--- config.mk ---
export PLATFORM = sky130hd
export DESIGN_NAME = log2_histogram_percentiles_top
export DESIGN_NICKNAME = d
export VERILOG_FILES = /design/src/rtl/lhp_pkg.sv /design/src/rtl/log2_histogram_percentiles_top.sv /design/src/rtl/lhp_ctrl.sv /design/src/rtl/lhp_dp.sv
export SDC_FILE = /design/constraint.sdc
export NUM_CORES = 2
export LEC_CHECK = 0
export ABC_AREA = 1
export ABC_CLOCK_PERIOD_IN_PS = 12160
export BUFFER_PORTS_ARGS = -buffer_cell sky130_fd_sc_hd__buf_4
export CORE_MARGIN = 2
export CORE_UTILIZATION = 55
export DETAILED_ROUTE_END_ITERATION = 7
export GPL_TIMING_DRIVEN = 1
export PLACE_DENSITY = 0.79
export SLEW_MARGIN = 20
export SYNTH_ARGS = -nofsm -noshare
export SYNTH_HDL_FRONTEND = slang
export SYNTH_SLANG_ARGS = --single-unit
--- constraint.sdc ---
create_clock -name clock -period 12.16 [get_ports clock]
set_clock_uncertainty 0.1 [all_clocks]
set_input_delay 0.608 -clock clock [delete_from_list [all_inputs] [get_ports clock]]
set_output_delay 0.608 -clock clock [all_outputs]
set_load 0.01 [all_outputs]
--- src/rtl/lhp_pkg.sv ---
// shared constants, types and edge functions for the log2 histogram percentile block
package lhp_pkg;

   localparam int SLOT_DEPTH = 32;
   localparam int IDX_W      = (SLOT_DEPTH > 1) ? $clog2(SLOT_DEPTH) : 1;
   localparam int CNT_W      = $clog2(SLOT_DEPTH + 1);
   localparam int COUNT_W    = 32;
   localparam int EDGE_W     = 32;
   localparam int TOTAL_W    = 37;
   localparam int PCT_W      = 7;
   localparam int SUM_W      = TOTAL_W + PCT_W;
   localparam int N_PCT      = 3;
   localparam int PCT_DIV    = 100;
   localparam int ROUND_UP   = PCT_DIV - 1;

   localparam logic [PCT_W-1:0] PCT_VALUE [N_PCT] = '{7'd50, 7'd95, 7'd99};

   typedef enum logic [2:0] {
      ST_LOAD,
      ST_START,
      ST_SCAN,
      ST_DRAIN,
      ST_POST
   } state_type;

   typedef struct packed {
      logic load;
      logic start;
      logic issue;
      logic post;
   } cmd_type;

   typedef struct packed {
      logic last_issue;
      logic busy;
      logic rsp_free;
   } sts_type;

   function automatic logic [EDGE_W-1:0] lower_edge(input logic [IDX_W-1:0] idx);
      logic [EDGE_W-1:0] val;
      if (idx == '0) begin
         val = '0;
      end else if (int'(idx) >= EDGE_W) begin
         val = '1;
      end else begin
         val = EDGE_W'(1) << idx;
      end
      return val;
   endfunction

   function automatic logic [EDGE_W-1:0] upper_edge(input logic [IDX_W-1:0] idx);
      logic [EDGE_W-1:0] val;
      if (int'(idx) >= EDGE_W - 1) begin
         val = '1;
      end else begin
         val = (EDGE_W'(2) << idx) - EDGE_W'(1);
      end
      return val;
   endfunction

endpackage

--- src/rtl/log2_histogram_percentiles_top.sv ---
// top level of the log2 histogram percentile block
//
//  channel  direction  handshake            payload
//  req      in         req_valid/req_stall  req_slot_count, req_last_slot
//  rsp      out        rsp_valid/rsp_stall  median, p95, p99 edges, max bound, no_events
//
// one request per cycle while loading; after the last slot the block sets the thresholds,
// reads each stored slot from the slot memory, drains the scan pipeline and then loads
// the result register
// synchronous reset clears the totals, pipeline valids and response valid
// a waiting response holds only the final result step; loading is stalled during scans
module log2_histogram_percentiles_top import lhp_pkg::*; (
   input  logic               clock,
   input  logic               reset,
   input  logic               req_valid,
   output logic               req_stall,
   input  logic [COUNT_W-1:0] req_slot_count,
   input  logic               req_last_slot,
   output logic               rsp_valid,
   input  logic               rsp_stall,
   output logic [EDGE_W-1:0]  rsp_median_edge,
   output logic [EDGE_W-1:0]  rsp_p95_edge,
   output logic [EDGE_W-1:0]  rsp_p99_edge,
   output logic [EDGE_W-1:0]  rsp_max_bound,
   output logic               rsp_no_events
);

   cmd_type cmd;
   sts_type sts;

   lhp_ctrl u_ctrl (
      .clock         (clock),
      .reset         (reset),
      .req_valid     (req_valid),
      .req_last_slot (req_last_slot),
      .req_stall     (req_stall),
      .sts           (sts),
      .cmd           (cmd)
   );

   lhp_dp u_dp (
      .clock           (clock),
      .reset           (reset),
      .cmd             (cmd),
      .sts             (sts),
      .req_slot_count  (req_slot_count),
      .rsp_valid       (rsp_valid),
      .rsp_stall       (rsp_stall),
      .rsp_median_edge (rsp_median_edge),
      .rsp_p95_edge    (rsp_p95_edge),
      .rsp_p99_edge    (rsp_p99_edge),
      .rsp_max_bound   (rsp_max_bound),
      .rsp_no_events   (rsp_no_events)
   );

   a_post_shows_rsp: assert property (@(posedge clock) disable iff (reset)
      cmd.post |=> rsp_valid)
      else $error("result not presented after post");

   a_post_after_drain: assert property (@(posedge clock) disable iff (reset)
      cmd.post |-> !sts.busy)
      else $error("result posted while scan pipeline busy");

   a_no_load_in_scan: assert property (@(posedge clock) disable iff (reset)
      cmd.issue |-> !cmd.load && req_stall)
      else $error("request accepted during scan");

endmodule

--- src/rtl/lhp_ctrl.sv ---
// controller state machine sequencing load, scan, drain and result
module lhp_ctrl import lhp_pkg::*; (
   input  logic    clock,
   input  logic    reset,
   input  logic    req_valid,
   input  logic    req_last_slot,
   output logic    req_stall,
   input  sts_type sts,
   output cmd_type cmd
);

   state_type state_ff;
   state_type state_in;

   always_ff @(posedge clock) begin
      if (reset) begin
         state_ff <= ST_LOAD;
      end else begin
         state_ff <= state_in;
      end
   end

   always_comb begin
      state_in  = state_ff;
      cmd       = '0;
      req_stall = 1'b1;
      case (state_ff)
         ST_LOAD: begin
            req_stall = 1'b0;
            if (req_valid) begin
               cmd.load = 1'b1;
               if (req_last_slot) begin
                  state_in = ST_START;
               end
            end
         end
         ST_START: begin
            cmd.start = 1'b1;
            state_in  = ST_SCAN;
         end
         ST_SCAN: begin
            cmd.issue = 1'b1;
            if (sts.last_issue) begin
               state_in = ST_DRAIN;
            end
         end
         ST_DRAIN: begin
            if (!sts.busy) begin
               state_in = ST_POST;
            end
         end
         ST_POST: begin
            if (sts.rsp_free) begin
               cmd.post = 1'b1;
               state_in = ST_LOAD;
            end
         end
         default: begin
            state_in = ST_LOAD;
         end
      endcase
   end

endmodule

--- src/rtl/lhp_dp.sv ---
// datapath: slot memory, running total, scan pipeline and result register
module lhp_dp import lhp_pkg::*; (
   input  logic                clock,
   input  logic                reset,
   input  cmd_type             cmd,
   output sts_type             sts,
   input  logic [COUNT_W-1:0]  req_slot_count,
   output logic                rsp_valid,
   input  logic                rsp_stall,
   output logic [EDGE_W-1:0]   rsp_median_edge,
   output logic [EDGE_W-1:0]   rsp_p95_edge,
   output logic [EDGE_W-1:0]   rsp_p99_edge,
   output logic [EDGE_W-1:0]   rsp_max_bound,
   output logic                rsp_no_events
);

   logic [COUNT_W-1:0] slot_mem [SLOT_DEPTH];
   logic [COUNT_W-1:0] rd_data_ff;

   logic [TOTAL_W-1:0] total_ff, total_in;
   logic [CNT_W-1:0]   cnt_ff, cnt_in;
   logic [IDX_W-1:0]   addr_ff, addr_in;
   logic               s1_valid_ff, s1_valid_in;
   logic               s2_valid_ff, s2_valid_in;
   logic [IDX_W-1:0]   s1_idx_ff, s1_idx_in;
   logic [IDX_W-1:0]   s2_idx_ff, s2_idx_in;
   logic [SUM_W-1:0]   cum_ff, cum_in;
   logic [SUM_W-1:0]   pt_ff [N_PCT];
   logic [SUM_W-1:0]   pt_in [N_PCT];
   logic               found_ff [N_PCT];
   logic               found_in [N_PCT];
   logic [EDGE_W-1:0]  edge_ff [N_PCT];
   logic [EDGE_W-1:0]  edge_in [N_PCT];
   logic               max_seen_ff, max_seen_in;
   logic [IDX_W-1:0]   max_idx_ff, max_idx_in;
   logic               rsp_valid_ff, rsp_valid_in;
   logic [EDGE_W-1:0]  median_ff, p95_ff, p99_ff, max_bound_ff;
   logic               no_events_ff;
   logic               store_ok;

   assign store_ok = cnt_ff < CNT_W'(SLOT_DEPTH);

   // slot memory
   always_ff @(posedge clock) begin
      if (cmd.load && store_ok) begin
         slot_mem[cnt_ff[IDX_W-1:0]] <= req_slot_count;
      end
      if (cmd.issue) begin
         rd_data_ff <= slot_mem[addr_ff];
      end
   end

   always_comb begin
      total_in     = total_ff;
      cnt_in       = cnt_ff;
      addr_in      = addr_ff;
      s1_valid_in  = cmd.issue;
      s1_idx_in    = addr_ff;
      s2_valid_in  = s1_valid_ff;
      s2_idx_in    = s1_idx_ff;
      cum_in       = cum_ff;
      max_seen_in  = max_seen_ff;
      max_idx_in   = max_idx_ff;
      rsp_valid_in = rsp_valid_ff;

      if (cmd.load && store_ok) begin
         total_in = total_ff + TOTAL_W'(req_slot_count);
         cnt_in   = cnt_ff + CNT_W'(1);
      end
      if (cmd.post) begin
         total_in = '0;
         cnt_in   = '0;
      end

      if (cmd.start) begin
         addr_in = '0;
      end else if (cmd.issue) begin
         addr_in = addr_ff + IDX_W'(1);
      end

      // cumulative count kept scaled by 100 with the round-up folded in
      if (cmd.start) begin
         cum_in      = SUM_W'(ROUND_UP);
         max_seen_in = 1'b0;
      end else if (s1_valid_ff) begin
         cum_in = cum_ff + SUM_W'(rd_data_ff) * SUM_W'(PCT_DIV);
         if (rd_data_ff != '0) begin
            max_seen_in = 1'b1;
            max_idx_in  = s1_idx_ff;
         end
      end

      for (int k = 0; k < N_PCT; k++) begin
         pt_in[k]    = pt_ff[k];
         found_in[k] = found_ff[k];
         edge_in[k]  = edge_ff[k];
         if (cmd.start) begin
            pt_in[k]    = SUM_W'(total_ff) * SUM_W'(PCT_VALUE[k]);
            found_in[k] = 1'b0;
            edge_in[k]  = '0;
         end else if (s2_valid_ff && !found_ff[k] && (cum_ff >= pt_ff[k])) begin
            found_in[k] = 1'b1;
            edge_in[k]  = lower_edge(s2_idx_ff);
         end
      end

      if (cmd.post) begin
         rsp_valid_in = 1'b1;
      end else if (rsp_valid_ff && !rsp_stall) begin
         rsp_valid_in = 1'b0;
      end
   end

   always_ff @(posedge clock) begin
      if (reset) begin
         total_ff     <= '0;
         cnt_ff       <= '0;
         s1_valid_ff  <= 1'b0;
         s2_valid_ff  <= 1'b0;
         rsp_valid_ff <= 1'b0;
      end else begin
         total_ff     <= total_in;
         cnt_ff       <= cnt_in;
         s1_valid_ff  <= s1_valid_in;
         s2_valid_ff  <= s2_valid_in;
         rsp_valid_ff <= rsp_valid_in;
      end
   end

   always_ff @(posedge clock) begin
      addr_ff     <= addr_in;
      s1_idx_ff   <= s1_idx_in;
      s2_idx_ff   <= s2_idx_in;
      cum_ff      <= cum_in;
      max_seen_ff <= max_seen_in;
      max_idx_ff  <= max_idx_in;
      for (int k = 0; k < N_PCT; k++) begin
         pt_ff[k]    <= pt_in[k];
         found_ff[k] <= found_in[k];
         edge_ff[k]  <= edge_in[k];
      end
      if (cmd.post) begin
         median_ff    <= edge_ff[0];
         p95_ff       <= edge_ff[1];
         p99_ff       <= edge_ff[2];
         max_bound_ff <= max_seen_ff ? upper_edge(max_idx_ff) : '0;
         no_events_ff <= (total_ff == '0);
      end
   end

   assign sts.last_issue = (CNT_W'(addr_ff) + CNT_W'(1)) == cnt_ff;
   assign sts.busy       = s1_valid_ff | s2_valid_ff;
   assign sts.rsp_free   = !rsp_valid_ff || !rsp_stall;

   assign rsp_valid       = rsp_valid_ff;
   assign rsp_median_edge = median_ff;
   assign rsp_p95_edge    = p95_ff;
   assign rsp_p99_edge    = p99_ff;
   assign rsp_max_bound   = max_bound_ff;
   assign rsp_no_events   = no_events_ff;

endmodule
Word level (Yosys, flattened, before mapping)
Memories as Yosys holds them, arrays and structs flattened. A register that Yosys moved wholly into a read port is not among the register bits.
Cells that the tools add are included.
- add/sub/neg operators: 6
- multipliers: 4
- magnitude comparators: 5
- equality and inequality tests: 10
- shifts and indexed selects: 2
- multiplexer cells: 34
- bitwise logic cells: 2
- reductions and logical operators: 23
- operators with widths (kind ; number):
    $mux W32 ; 8
    $ge A44 B44 Y1 ; 3
    $mux W44 ; 3
    $mul A37 B7 Y44 const B ; 2
    $add A44 B39 Y44 ; 1
    $mul A37 B5 Y42 const B ; 1
    $add A37 B32 Y37 ; 1
    $logic_not A37 Y1 ; 1
    $mul A32 B5 Y37 const B ; 1
    $reduce_bool A32 Y1 ; 1
    $shl A1 B5 Y32 const A ; 1
    $shl A2 B5 Y32 const A ; 1
    $sub A32 B2 Y32 const B ; 1
    $mux W1 ; 17
    $mux W3 ; 5
    $pmux W3 S5 ; 1
    $ne A2 B2 Y1 const B ; 5
    $logic_and A1 B1 Y1 ; 8
    $add A5 B1 Y6 const B ; 1
    $add A6 B1 Y6 const B ; 1
    $eq A3 B2 Y1 const B ; 2
    $eq A6 B6 Y1 ; 1
    $lt A6 B6 Y1 const B ; 1
    $add A5 B1 Y5 const B ; 1
    other kinds (14) ; 18
- register bits after elaboration: 243
- bits in writable memories: 1255
- bits of input ports: 37
- output and inout port bits: 131
- logic and storage cells: 107
- memories kept: 4
- memory list (name ; words ; width ; rd ports ; clocked after memory_dff ; write ports ; RTL line ; RTL):
    u_dp.slot_mem ; 32 ; 32 ; 1 ; 1 ; 1 ; lhp_dp.sv:17 ; logic [COUNT_W-1:0] slot_mem [SLOT_DEPTH];
    u_dp.pt_ff ; 3 ; 44 ; 3 ; 0 ; 3 ; lhp_dp.sv:28 ; logic [SUM_W-1:0] pt_ff [N_PCT];
    u_dp.edge_ff ; 3 ; 32 ; 3 ; 0 ; 3 ; lhp_dp.sv:32 ; logic [EDGE_W-1:0] edge_ff [N_PCT];
    u_dp.found_ff ; 3 ; 1 ; 3 ; 0 ; 3 ; lhp_dp.sv:30 ; logic found_ff [N_PCT];

Longest topological paths before layout
An unclocked memory read counts as a cell.
- word-level depth: 6
- mapped depth: 31
- mapped depth without buffers: 31

By module
A second synthesis with hierarchy kept.
- cell total of the unflattened synthesis: 9043
- area, all modules: 86809.5 µm²
- modules (own cells, without submodules) (module ; times used ; cells an instance ; area an instance (µm²) ; seq. area each (µm²)):
    lhp_dp ; 1 ; 9004 ; 86594.3 ; 43611.8
    lhp_ctrl ; 1 ; 39 ; 215.2 ; 60.1

Worst setup path before layout
Ideal clock, no wire load.
- path kind: input port to flip-flop
- start: input rsp_stall
- end: register u_dp.total_ff[13]
- setup time: 0.116 ns
- data arrival time: 7.172 ns
- data required time: 11.944 ns
- slack: 4.772 ns
- stages: 9
- buffers on the path: 1
- cell sequence: nand2_1 > inv_1 > nor2_1 > inv_1 > nand2_2 > inv_1 > buf_2 > o211ai_1 > inv_1
- RTL lines (what ; RTL line ; RTL):
    from (decl) ; log2_histogram_percentiles_top.sv:20 ; input logic rsp_stall,
    to (signal assigned) ; lhp_dp.sv:122 ; total_ff <= total_in;
    to (decl) ; lhp_dp.sv:20 ; logic [TOTAL_W-1:0] total_ff, total_in;

==> metrics <==
number of flops mapped to enable cells by yosys 1317; final setup fails 0; post-synthesis cell count 9038; most frequent cells in the layout inv_1 (1356), nand2_1 (1340), edfxtp_1 (1317), nor2_1 (1215), o21ai_0 (776); cts bufs inserted about 160; Top Ports 168; Warnings, synthesis 0; first-pass GRT wire length 394000 µm; cts repair resizes 0; Placed Cells incl. Taps about 11000; Top FF cell, synth edfxtp_1; DRT Wirelength about 260000 µm; RSZ-0062 raised after global routing false; clk sinks 1523; vias in the first global route 65200; Yosys reg bits ~1500; ratio of cells with drive above 1 in the final layout 0.0611; Critical Path Start Type register; worst min path class in -> reg; Max Slew Vio Count 0; clk_lat worst skew 0.83 ns; # nets final roughly 10000; CORE AREA 156000 µm²; initial DRC count 7858; fin crit share 0.445; Synth Cell Area 86700 µm²; initial antenna violation count 7; Worst-Margin Slew 1.17 ns; largest net degree at the start of global routing around 210; sequential element share of the synthesized area 0.504; minimum clock period 5.41 ns; grt ovf 0; Syn Nets around 10000; Arr. time, crit path 5.85 ns; top cells by area, synth edfxtp_1 (46%), ha_1 (9.0%), fa_1 (6.1%), inv_1 (5.9%), nand2_1 (5.8%); GPL Wtd Cong 1.04; Syn Area/Cell 9.59 µm²; Max clock buf depth 3; Root Buffer clkbuf_16; leading area contributor after synthesis edfxtp_1; # rows 145; CTS tree built; Die Wd around 400 µm; CTS H-Tree Depth 4; required time worst endpoint approximately 13 ns; max cap viols 0; critical path class reg -> reg; Via density between 5 and 6; crit path max fanout 9; Chip Height between 400 and 500 µm; wire per inst 23.3 µm; hpwl dp 186000 µm; Die ar. 161000 µm²; post-synth top area share 0.456; vias 67000; CTS Hold Bufs 1; Hold Vio Cnt, Final 0; Clock Pin Slew Worst Setup and Hold Paths 0.06 ns; Crit. End Element register; Post-DRT Antenna Nets 0; Core Util, Final 0.611; final non-filler cell total ~11000; DR DRC count 0; Initial Util 0.554; Hold WS 0.0454 ns; port bufs around 170; setup TNS 0 ns; Max-slew headroom 0.217; most common cell after layout, fill and taps aside inv_1; drt first pass iters 6; Post-CTS Setup Bufs 0; status complete, no violations; GRT Util Overall 0.324; Area growth syn-to-layout 10.3%; count of cell types in the netlist 54; Max Freq approximately 180 MHz; Async SR Flop Fraction 0
## worst max-delay path, stage by stage (launching register included)
cell and delay (ns):
dfxtp_1 0.70, inv_1 0.38, fa_1 0.60, inv_1 0.06
fa_1 0.55, fa_1 0.43, fa_1 0.44, ha_1 0.38
nand2_1 0.13, o21ai_0 0.37, nand2_1 0.09, nand2_1 0.10
nor2_1 0.08, o21ai_0 0.40, nand3_1 0.17, nand3_1 0.11
nand2_1 0.05
## state kept, by name, summed over array words and instances, names as in the netlist
signal and flops:
u_dp.s1_valid_ff 1, u_dp.max_idx_ff 5, u_dp.slot_mem 1024, u_dp.edge_ff 96, u_ctrl.state_ff 3, u_dp.rsp_no_events 1, u_dp.max_seen_ff 1, u_dp.cnt_ff 6
u_dp.total_ff 37, u_dp.rsp_median_edge 32, u_dp.rsp_valid 1, u_dp.rsp_max_bound 32, u_dp.addr_ff 5, u_dp.s1_idx_ff 5, u_dp.cum_ff 42, u_dp.pt_ff 127
u_dp.rsp_p99_edge 32, u_dp.s2_valid_ff 1, u_dp.s2_idx_ff 5, u_dp.rsp_p95_edge 32, u_dp.found_ff 3, u_dp.rd_data_ff 32
## area by class of cell
cell class	count	area (µm²)
Tap cell	2058	2570
Inverter	1375	5180
Timing Repair Buffer	246	1920
Sequential cell	1523	43700
Fill cell	12700	60800
Multi-Input combinational cell	5851	36800
Clock buffer	203	4200
Antenna cell	3	7.51
Clock inverter	84	1170
## metal layers
metal | GRT usage | part of all wire | routed length (µm)
met1 | 0.430 | 0.40 | 105000
met2 | 0.520 | 0.46 | 122000
met3 | 0.0599 | 0.092 | 24400
met4 | 0.143 | 0.050 | 13200
met5 | 0 | 0.00028 | 73
## cell families after synthesis
logic type      after synthesis  share of synthesized area
buf+inv                    1664                     0.0745
simple gates               3137                      0.146
xor+xnor                    142                     0.0143
fa+ha+maj                   885                      0.151
compound gates             1687                      0.111
flops                      1523                      0.504
## cell usage after synthesis, types with 11 or more instances
cell and instances:
inv_2 16, a21o_1 32, inv_1 1358, edfxtp_1 1317, o21bai_1 38, nor2_1 1249
nand4_1 48, o21ai_0 776, o21a_1 19, o221ai_1 188, o22ai_1 69, xnor2_1 30
a31oi_1 33, o21ai_1 38, nor3_1 53, ha_1 621, clkbuf_1 166, buf_4 16
nand2_1 1340, nor2_2 14, fa_1 264, a21oi_1 462, dfxtp_1 206, buf_1 11
buf_2 90, nand3_1 387, xor2_1 112, o211ai_1 12
## worst paths after layout
| check | start | to | slack [ns] | depth (start not counted) |
|---|---|---|---|---|
| hold / removal | rsp_stall | u_dp.rsp_valid | 0.05 | 3 |
| hold reg to reg | u_dp.s1_idx_ff[2] | u_dp.s2_idx_ff[2] | 0.28 | 0 |
| setup reg to reg | u_dp.total_ff[6] | u_dp.pt_ff[0][77] | 6.75 | 16 |
| setup / recovery | u_dp.total_ff[6] | u_dp.pt_ff[0][77] | 6.75 | 16 |
## through the flow
step / setup WS, ns / cell area [µm²]
2_1_floorplan: 4.77 / 86700
3_3_place_gp: 6.85 / 90200
3_5_place_dp: 6.79 / 90200
4_1_cts: 6.78 / 95600
5_1_grt: 6.51 / 95600
6_report: 6.75 / 95600
Power is left out: the tool's default activity adds up to more than one toggle a clock period on the data nets, which glitch-free logic cannot reach.
